`config.mk`:
```
export PLATFORM = sky130hd
export DESIGN_NAME = utf8_stream_validator_unit
export DESIGN_NICKNAME = d
export VERILOG_FILES = /design/src/sv/u8sv_pkg.sv /design/src/sv/utf8_stream_validator_unit.sv /design/src/sv/u8sv_check.sv
export SDC_FILE = /design/constraint.sdc
export NUM_CORES = 1
export LEC_CHECK = 0
export BUFFER_PORTS_ARGS = -buffer_cell sky130_fd_sc_hd__buf_2
export CAP_MARGIN = 20
export CORE_MARGIN = 8
export CORE_UTILIZATION = 55
export DETAILED_ROUTE_END_ITERATION = 7
export GPL_ROUTABILITY_DRIVEN = 0
export PLACE_DENSITY = 0.76
export SYNTH_ARGS = -nofsm -noshare
export SYNTH_HDL_FRONTEND = slang
export SYNTH_HIERARCHICAL = 1
export SYNTH_SLANG_ARGS = --single-unit
```
`constraint.sdc`:
```
create_clock -name clock -period 4.6 [get_ports clock]
set_input_delay 0.23 -clock clock [delete_from_list [all_inputs] [get_ports clock]]
set_output_delay 0.23 -clock clock [all_outputs]
set_load 0.05 [all_outputs]
```
`src/sv/u8sv_pkg.sv`:
```
`default_nettype none

package u8sv_pkg;

   // One input transfer as it travels from the input register to the checker.
   typedef struct packed {
      logic [7:0] data_byte;
      logic       has_byte;
      logic       last_item;
   } u8sv_item_type;

   // Checker state seen from the top level.
   typedef struct packed {
      logic seq_open;
      logic error_seen;
   } u8sv_status_type;

   localparam logic [7:0] ASCII_LIMIT = 8'h80;
   localparam logic [7:0] MIN_TWO     = 8'hC2;
   localparam logic [7:0] LEAD_E0     = 8'hE0;
   localparam logic [7:0] MIN_E0_CONT = 8'hA0;
   localparam logic [7:0] LEAD_ED     = 8'hED;
   localparam logic [7:0] MAX_ED_CONT = 8'h9F;
   localparam logic [7:0] LEAD_EF     = 8'hEF;
   localparam logic [7:0] CONT_BF     = 8'hBF;
   localparam logic [7:0] CONT_BE     = 8'hBE;
   localparam logic [7:0] LEAD_F0     = 8'hF0;
   localparam logic [7:0] MIN_F0_CONT = 8'h90;
   localparam logic [7:0] LEAD_F4     = 8'hF4;
   localparam logic [7:0] MAX_F4_CONT = 8'h8F;

   localparam logic [1:0] CONT_TAG = 2'b10;

endpackage

`default_nettype wire

```
`src/sv/utf8_stream_validator_unit.sv`:
```
// UTF-8 stream validator.
// Input channel (req_): one item per transfer, a byte with has_byte = 1, and
// last_item = 1 on the final item of a string. An item with has_byte = 0 and
// last_item = 1 closes a string without adding a byte (empty string is valid).
// Result channel (rsp_): one transfer per string, rsp_string_valid = 1 when
// the whole string was well-formed UTF-8, sent after the item marked last.
// Both channels: a transfer happens on a clock edge with valid high and
// stall low.
// Path: the last item passes from the input register to the result register,
// and the verdict is on rsp_ once it is in the result register. Throughput: one
// item per cycle while req_stall is low, with no bubbles between strings; the
// single-pass check between the two registers sets this.
// Reset (synchronous, active high) empties both registers and clears the
// checker so the next item starts a new string.
// When the receiver stalls, the verdict waits in the result register; items
// that are not last keep flowing, and req_stall rises only when a last item
// is held behind an unclaimed verdict.
`default_nettype none

module utf8_stream_validator_unit (
   input  wire logic       clock,
   input  wire logic       reset,
   input  wire logic       req_valid,
   output logic            req_stall,
   input  wire logic [7:0] req_data_byte,
   input  wire logic       req_has_byte,
   input  wire logic       req_last_item,
   output logic            rsp_valid,
   input  wire logic       rsp_stall,
   output logic            rsp_string_valid
);

   logic                    in_valid_ff, in_valid_in;
   u8sv_pkg::u8sv_item_type in_item_ff, in_item_in;
   logic                    out_valid_ff, out_valid_in;
   logic                    out_data_ff, out_data_in;
   logic                    advance;
   logic                    req_take;
   logic                    verdict;
   u8sv_pkg::u8sv_status_type status;

   // Non-last items never need the result register.
   assign advance  = in_valid_ff &&
                     (!in_item_ff.last_item || !out_valid_ff || !rsp_stall);
   assign req_stall = in_valid_ff && !advance;
   assign req_take  = req_valid && !req_stall;

   u8sv_check u_check (
      .clock   (clock),
      .reset   (reset),
      .step    (advance),
      .item    (in_item_ff),
      .verdict (verdict),
      .status  (status)
   );

   always_comb begin
      in_valid_in          = req_take ? 1'b1 : (advance ? 1'b0 : in_valid_ff);
      in_item_in           = in_item_ff;
      if (req_take) begin
         in_item_in.data_byte = req_data_byte;
         in_item_in.has_byte  = req_has_byte;
         in_item_in.last_item = req_last_item;
      end
      out_valid_in = out_valid_ff && rsp_stall;
      out_data_in  = out_data_ff;
      if (advance && in_item_ff.last_item) begin
         out_valid_in = 1'b1;
         out_data_in  = verdict;
      end
   end

   always_ff @(posedge clock) begin
      if (reset) begin
         in_valid_ff  <= 1'b0;
         out_valid_ff <= 1'b0;
      end else begin
         in_valid_ff  <= in_valid_in;
         out_valid_ff <= out_valid_in;
      end
      in_item_ff  <= in_item_in;
      out_data_ff <= out_data_in;
   end

   assign rsp_valid        = out_valid_ff;
   assign rsp_string_valid = out_data_ff;

   a_stall_only_last: assert property (@(posedge clock) disable iff (reset)
      req_stall |-> (in_valid_ff && in_item_ff.last_item && out_valid_ff))
      else $error("input stalled without a pending verdict");

   a_rsp_from_last: assert property (@(posedge clock) disable iff (reset)
      (!rsp_valid || !rsp_stall) && !(advance && in_item_ff.last_item) |=> !rsp_valid)
      else $error("verdict appeared without a last item");

   a_clear_after_verdict: assert property (@(posedge clock) disable iff (reset)
      (advance && in_item_ff.last_item) |=> (!status.seq_open && !status.error_seen))
      else $error("checker state not cleared after verdict");

endmodule

`default_nettype wire

```
`src/sv/u8sv_check.sv`:
```
`default_nettype none

module u8sv_check (
   input  wire logic                      clock,
   input  wire logic                      reset,
   input  wire logic                      step,
   input  wire u8sv_pkg::u8sv_item_type   item,
   output logic                           verdict,
   output u8sv_pkg::u8sv_status_type      status
);

   logic [1:0] bytes_left_ff,    bytes_left_in;
   logic [7:0] lead_byte_ff,     lead_byte_in;
   logic [1:0] cont_position_ff, cont_position_in;
   logic       ef_bf_seen_ff,    ef_bf_seen_in;
   logic       error_seen_ff,    error_seen_in;

   logic [1:0] left_nx;
   logic [7:0] lead_nx;
   logic [1:0] pos_nx;
   logic       efbf_nx;
   logic       err_nx;
   logic [7:0] b;

   always_comb begin
      b       = item.data_byte;
      left_nx = bytes_left_ff;
      lead_nx = lead_byte_ff;
      pos_nx  = cont_position_ff;
      efbf_nx = ef_bf_seen_ff;
      err_nx  = error_seen_ff;

      if (item.has_byte && !error_seen_ff) begin
         if (bytes_left_ff == 2'd0) begin
            lead_nx = b;
            pos_nx  = 2'd1;
            efbf_nx = 1'b0;
            left_nx = 2'd0;
            if (b < u8sv_pkg::ASCII_LIMIT) begin
               left_nx = 2'd0;
            end else if (b[7:5] == 3'b110) begin
               left_nx = 2'd1;
               if (b < u8sv_pkg::MIN_TWO) err_nx = 1'b1;
            end else if (b[7:4] == 4'b1110) begin
               left_nx = 2'd2;
            end else if (b[7:3] == 5'b11110) begin
               left_nx = 2'd3;
               if (b > u8sv_pkg::LEAD_F4) err_nx = 1'b1;
            end else begin
               err_nx = 1'b1;
            end
         end else if (b[7:6] != u8sv_pkg::CONT_TAG) begin
            err_nx = 1'b1;
         end else begin
            case (cont_position_ff)
               2'd1: begin
                  if (lead_byte_ff == u8sv_pkg::LEAD_E0 && b < u8sv_pkg::MIN_E0_CONT)
                     err_nx = 1'b1;
                  if (lead_byte_ff == u8sv_pkg::LEAD_ED && b > u8sv_pkg::MAX_ED_CONT)
                     err_nx = 1'b1;
                  if (lead_byte_ff == u8sv_pkg::LEAD_F0 && b < u8sv_pkg::MIN_F0_CONT)
                     err_nx = 1'b1;
                  if (lead_byte_ff == u8sv_pkg::LEAD_F4 && b > u8sv_pkg::MAX_F4_CONT)
                     err_nx = 1'b1;
                  efbf_nx = (lead_byte_ff == u8sv_pkg::LEAD_EF) && (b == u8sv_pkg::CONT_BF);
               end
               2'd2: begin
                  // noncharacters U+FFFE / U+FFFF
                  if (lead_byte_ff == u8sv_pkg::LEAD_EF && ef_bf_seen_ff &&
                      (b == u8sv_pkg::CONT_BE || b == u8sv_pkg::CONT_BF))
                     err_nx = 1'b1;
               end
               default: begin
               end
            endcase
            pos_nx  = cont_position_ff + 2'd1;
            left_nx = bytes_left_ff - 2'd1;
         end
      end

      verdict = !err_nx && (left_nx == 2'd0);

      if (item.last_item) begin
         bytes_left_in    = 2'd0;
         lead_byte_in     = 8'd0;
         cont_position_in = 2'd0;
         ef_bf_seen_in    = 1'b0;
         error_seen_in    = 1'b0;
      end else begin
         bytes_left_in    = left_nx;
         lead_byte_in     = lead_nx;
         cont_position_in = pos_nx;
         ef_bf_seen_in    = efbf_nx;
         error_seen_in    = err_nx;
      end
   end

   always_ff @(posedge clock) begin
      if (reset) begin
         bytes_left_ff    <= 2'd0;
         lead_byte_ff     <= 8'd0;
         cont_position_ff <= 2'd0;
         ef_bf_seen_ff    <= 1'b0;
         error_seen_ff    <= 1'b0;
      end else if (step) begin
         bytes_left_ff    <= bytes_left_in;
         lead_byte_ff     <= lead_byte_in;
         cont_position_ff <= cont_position_in;
         ef_bf_seen_ff    <= ef_bf_seen_in;
         error_seen_ff    <= error_seen_in;
      end
   end

   assign status.seq_open   = (bytes_left_ff != 2'd0);
   assign status.error_seen = error_seen_ff;

endmodule

`default_nettype wire

```
==> metrics.md, run 1 <==
| Metric | Value |
|---|---|
| Diode count | 0 |
| Hold-fix buffers, CTS | 0 |
| # setup viols final | 0 |
| Status | complete, no violations |
| First-pass GRT wire length | 4140 um |
| Sum of buffers and inverters on the critical path | 0 |
| DR DRC count | 0 |
| Worst ir drop on vdd | 0.196 mV |
| Dpl cell area | 1420 um^2 |
| Site row count | 17 |
| Initial antenna violation count | 0 |
| Critical path cell sequence | a31oi_1 > o21ai_2 > nor3b_1 > a21oi_1 > nor2_1 |
| Hold-critical path depth | 1 |
| Root Buffer | clkbuf_4 |
| Post-DP HPWL | 1910 um |
| Tightest Hold Check Type | in2reg |
| DR vias | 1106 |
| CP Data Required Time | 4.86 ns |
| CP Launch Type | register |
| Slew margin rel. | 55.8% |
| Crit Path Max Fanout | 16 |
| Setup CP Type | reg2reg |
| Slowest cell on the critical path | edfxtp_1 |
| Worst-Skew Late Latency | 0.30 ns |
| DR pass1 iterations | 4 |
| Cts bufs inserted | 3 |
| Reg2Reg Capture Point | u_check/lead_byte_ff[6] |
| Synth Instances | 142 |
| Starting Density | 58.7% |
| Nets@finish | 176 |
| Final hold vios | 0 |
| I/O Pins | 17 |
| CTS tree | done |
| # clock sinks | 27 |
| CORE AREA | 2250 um^2 |
| Setup Buffers After CTS | 0 |
| RR Startpoint | in_item_ff[0] |
| Initial DRC count | 56 |
| Die area | 4230 um^2 |
| Total gr overflow | 0 |
| Period minus WS final | 2.13 ns |
| Hold_sp | req_data_byte[7] |
| H-tree levels | 1 |
| Fin Clk Skew | 0.00140 ns |
| Number of vias per cell | 5.95 |
| Clock transition at path regs | 0.13 ns |
| Wire length per cell | 13.5 um |
| Slew @ Worst Pin | 0.659 ns |
| Max Transition Viols Final | 0 |
| Final Cell Area | 1450 um^2 |
| WL final | 2520 um |
| Die X | 65.1 um |
| Largest stage delay, worst path | 0.65 ns |
| Die height | 65.1 um |
| Leak Pwr | 0.000533 uW |
| RSZ-0062 raised after global routing | false |
| DRT antenna net count | 0 |
| Number of warnings issued by yosys | 6 |
| Pwr dens | 280 nW/um^2 |
| Layout cells sized above 1 | 14.6% |
| Total GRT Usage | 12.1% |
| CTS Buffer Depth | 2 |
| Tcrit/Tclk final | 46.3% |
| Max Freq | 0.469 GHz |
| Crit path DAT | 2.39 ns |
| Resize count post-CTS | 0 |
| Vias in the first global route | 989 |
| Mapped Avg Cell Area | 9.32 um^2 |
| IO buf count | 16 |
| Setup TNS | 0 ns |
| Pin count of the biggest net entering global routing | 17 |
| Worst Hold End | in_item_ff[9] |
| Top delay family on crit path | compound AO/OA/AOI/OAI gates |
| Syn Nets | 159 |
| Worst R2R Setup Slack | 2.47 ns |
| MaxCap Viol Count | 0 |
| Synthesized area | 1320 um^2 |
| Synthesis-to-layout area growth | 9.17% |
| Cells on worst reg2reg path | 5 |
| Crit path capture type | register |
[how the worst max path moves through the flow]
stage,cells past startpoint,end,start
4_1_cts,5,u_check/lead_byte_ff[6],in_item_ff[0]
6_report,5,u_check/lead_byte_ff[6],in_item_ff[0]
3_5_place_dp,5,u_check/lead_byte_ff[0],in_item_ff[0]
2_1_floorplan,6,u_check/lead_byte_ff[6],rsp_valid
3_3_place_gp,7,rsp_string_valid,u_check/bytes_left_ff[0]
5_1_grt,5,u_check/lead_byte_ff[1],in_item_ff[0]
[per-stage QoR]
| stage | total power [uW] | setup slack (ns) | utilization, % | hold slack [ns] | cells |
|---|---|---|---|---|---|
| final | 405 | 2.47 | 64.1 | 0.0873 | 186 |
| after global routing | 425 | 2.31 | 64.1 | 0.0585 | 186 |
| after global placement | 313 | 2.70 | 62.9 | 0.406 | 182 |
| after detailed placement | 315 | 2.56 | 62.9 | 0.408 | 182 |
| after CTS | 410 | 2.49 | 64.1 | 0.0757 | 186 |
| after floorplan | 300 | 2.89 | - | 0.299 | 142 |
[state kept, by name, summed over array words and instances (netlist names)]
signal and count:
rsp_string_valid 1, in_valid_ff 1, in_item_ff 10, u_check/bytes_left_ff 2, u_check/lead_byte_ff 8, u_check/cont_position_ff 2
u_check/error_seen_ff 1, u_check/ef_bf_seen_ff 1, rsp_valid 1
[routing by layer]
| layer | vias to the layer above | routed length (um) | global-route usage [%] | share of wire [%] |
|---|---|---|---|---|
| met4 | 0 | 21 | 4.63 | 0.83 |
| li1 | 556 | - | - | - |
| met3 | 4 | 126 | 2.92 | 5.0 |
| met5 | - | 0 | 0 | 0 |
| met2 | 41 | 1190 | 19.5 | 47 |
| met1 | 505 | 1180 | 15.1 | 47 |
[power breakdown]
part           switching (uW)  internal (uW)  total [uW]
sequential               11.2            259         270
clock                    61.3           33.8        95.1
combinational            23.5           16.1        39.6
total                    96.0            309         405
[cell usage in the layout, fill, tap and decap left out, types with 2 or more instances in the layout]
cell and count:
a22oi_1 2, nor2_1 15, nor3b_1 6, a21oi_1 19, nand3_1 2, o21ai_2 2, edfxtp_1 11, a211oi_1 2
nand4b_1 3, o211ai_1 2, nand2_1 8, dfxtp_1 16, inv_1 13, clkbuf_4 3, nand4_1 3, o21a_1 2
a31oi_1 2, nand2b_1 3, nor3_1 2, ha_1 3, o21ai_0 4, o21bai_1 2, buf_2 16
[cell type report]
cell class / instances / area (um^2)
Clock buffer: 4 / 26.3
Sequential cell: 27 / 651
Fill cell: 205 / 810
Inverter: 13 / 48.8
Multi-Input combinational cell: 98 / 604
Timing Repair Buffer: 16 / 80.1
Tap cell: 28 / 35.0
Note: power is estimated with default switching activity, not from simulation.
==> run 2, diff against run 1 <==
==> constraint.sdc (replaced) <==
create_clock -name clock -period 2.2 [get_ports clock]
set_input_delay 0.11 -clock clock [delete_from_list [all_inputs] [get_ports clock]]
set_output_delay 0.11 -clock clock [all_outputs]
set_load 0.05 [all_outputs]
==> run 2 against run 1 <==
Non-clock buffer count is 12 higher. Clock skew is 0.0046 ns higher. Flip-flop and latch count did not move. Die area stayed put. Wire length is 27% higher. Sequential power rose by 110%. Core utilization rose by 5.2 points. Critical path type unchanged. Largest cell class unchanged. Total power grew 120%.
==> metrics.md, run 2 (synthesis gave the netlist of run 1 again) <==
| Metric | Value |
|---|---|
| Status | complete, no violations |
| Die area | 4230 um^2 |
| Crit path DAT | 2.12 ns |
| Die height | 65.1 um |
| Pwr dens | 568 nW/um^2 |
| DRT antenna net count | 0 |
| Multi-input gate area | 606 um^2 |
| First-pass GRT wire length | 5440 um |
| Vias in the first global route | 1160 |
| Cts bufs inserted | 3 |
| CP Data Required Time | 2.38 ns |
| Largest registers | in_item_ff x10, u_check/lead_byte_ff x8 |
| Slew margin rel. | 57.1% |
| Max FFs per register | 10 |
| Crit Path Max Fanout | 9 |
| RSZ-0062 raised after global routing | false |
| Max Transition Viols Final | 0 |
| Max Freq | 0.515 GHz |
| Hold-critical path depth | 3 |
| I/O Pins | 17 |
| Most frequent cells in the layout | a21oi_1, dfxtp_1, buf_2 |
| Power, Total | 888 uW |
| CORE AREA | 2250 um^2 |
| Hold_sp | rsp_stall |
| Initial DRC count | 61 |
| Slew @ Worst Pin | 0.641 ns |
| WL final | 3200 um |
| IO buf count | 16 |
| Reg2Reg Capture Point | rsp_string_valid |
| Util after Layout | 69.3% |
| Fillers | 185 |
| Worst hold margin | 0.0460 ns |
| Nets@finish | 188 |
| DR DRC count | 0 |
| # setup viols final | 0 |
| Worst ir drop on vdd | 0.597 mV |
| Post-DP HPWL | 2110 um |
| Final hold vios | 0 |
| Setup TNS | 0 ns |
| Synthesis-to-layout area growth | 18.0% |
| Final Cell Area | 1560 um^2 |
| Tightest Hold Check Type | in2reg |
| DR pass1 iterations | 4 |
| Total GRT Usage | 16.3% |
| Number of vias per cell | 5.83 |
| Commonest non-fill, non-tap cell in the layout | a21oi_1 |
| Slowest cell on the critical path | dfxtp_1 |
| Root Buffer | clkbuf_4 |
| Starting Density | 58.7% |
| Layout cells sized above 1 | 14.7% |
| Pin count of the biggest net entering global routing | 17 |
| Site row count | 17 |
| RR Startpoint | u_check/bytes_left_ff[0] |
| MaxCap Viol Count | 0 |
| Period minus WS final | 1.94 ns |
| Dpl cell area | 1430 um^2 |
| Worst Hold End | rsp_valid |
| Top reg by flops | in_item_ff |
| Crit path capture type | register |
| H-tree levels | 1 |
| Largest stage delay, worst path | 0.40 ns |
| Worst-Skew Late Latency | 0.33 ns |
| Leak Pwr | 0.000584 uW |
| Die X | 65.1 um |
| Cells on worst reg2reg path | 7 |
| Fin Clk Skew | 0.00597 ns |
| Diode count | 0 |
| Total gr overflow | 0 |
| Clock transition at path regs | 0.14 ns |
| Critical path cell sequence | inv_1 > ha_1 > nand2_1 > a211oi_1 > o21a_1 > a2111oi_1 > a21boi_1 |
| Setup CP Type | reg2reg |
| CP Launch Type | register |
| CTS tree | done |
| Reg area | 651 um^2 |
| Initial antenna violation count | 0 |
| Setup Buffers After CTS | 0 |
| # clock sinks | 27 |
| CTS Buffer Depth | 2 |
| Worst R2R Setup Slack | 0.26 ns |
| Wire length per cell | 16.2 um |
| Tcrit/Tclk final | 88.3% |
| DR vias | 1155 |
[run 2: cell types whose count changed in the layout (fill, tap and decap cells not counted)]
cell,before,now
buf_4,0,2
a2111oi_0,1,0
dlygate4sd3_1,0,10
a2111oi_1,0,1
[run 2: where the power goes]
group	leakage, uW	switching (uW)	total [uW]	internal (uW)
Clock	0.0000150	146	217	71.2
Combinational	0.000332	60.9	109	48.2
Sequential	0.000237	20.2	562	541
Total	0.000584	227	888	661
[run 2: worst max-delay path: cells and delay by family, from the launching register on]
family | cells | cell delay [ns]
AOI/OAI and AO/OA | 4 | 0.88
DFF | 1 | 0.40
adders and majority gates | 1 | 0.30
and+or+nand+nor | 1 | 0.15
buffers and inverters | 1 | 0.07
[run 2: cell type report]
cell class,instances,area share [%]
clock buffers,4,1.68
repair buffers,28,12.5
flip-flops and latches,27,41.7
inverters,13,3.12
multi-input cells,98,38.8
well taps,28,2.24
[run 2: worst max path at each step]
stage | startpoint | endpoint | slack [ns] | cells after the start
finish | u_check/bytes_left_ff[0] | rsp_string_valid | 0.26 | 7
global route | u_check/bytes_left_ff[0] | rsp_string_valid | 0.08 | 7
CTS | u_check/bytes_left_ff[0] | rsp_string_valid | 0.23 | 7
detailed placement | u_check/bytes_left_ff[0] | rsp_string_valid | 0.39 | 7
global placement | u_check/bytes_left_ff[0] | rsp_string_valid | 0.39 | 7
floorplan | rsp_valid | u_check/lead_byte_ff[6] | 0.49 | 6
[run 2: routing by layer]
metal  part of all wire [%]  wire [um]  up-vias  GRT usage, %
li1                       -          -      580             -
met1                     40       1270      529          18.0
met2                     52       1660       41          29.2
met3                    6.9        220        5          4.30
met4                    1.3         43        0          5.72
met5                      0          0        -             0
[run 2: repair_timing]
item                       in CTS  in global routing
hold endpoints to repair       10                  0
hold buffers                   10                  0
resized for setup               0                  1
setup endpoints to repair       0                  1
[run 2: per-stage QoR]
| step | worst slack (ns) | instances |
|---|---|---|
| detailed placement | 0.385 | 184 |
| global placement | 0.385 | 184 |
| global route | 0.0774 | 198 |
| CTS | 0.230 | 198 |
| finish | 0.258 | 198 |
| floorplan | 0.486 | 142 |
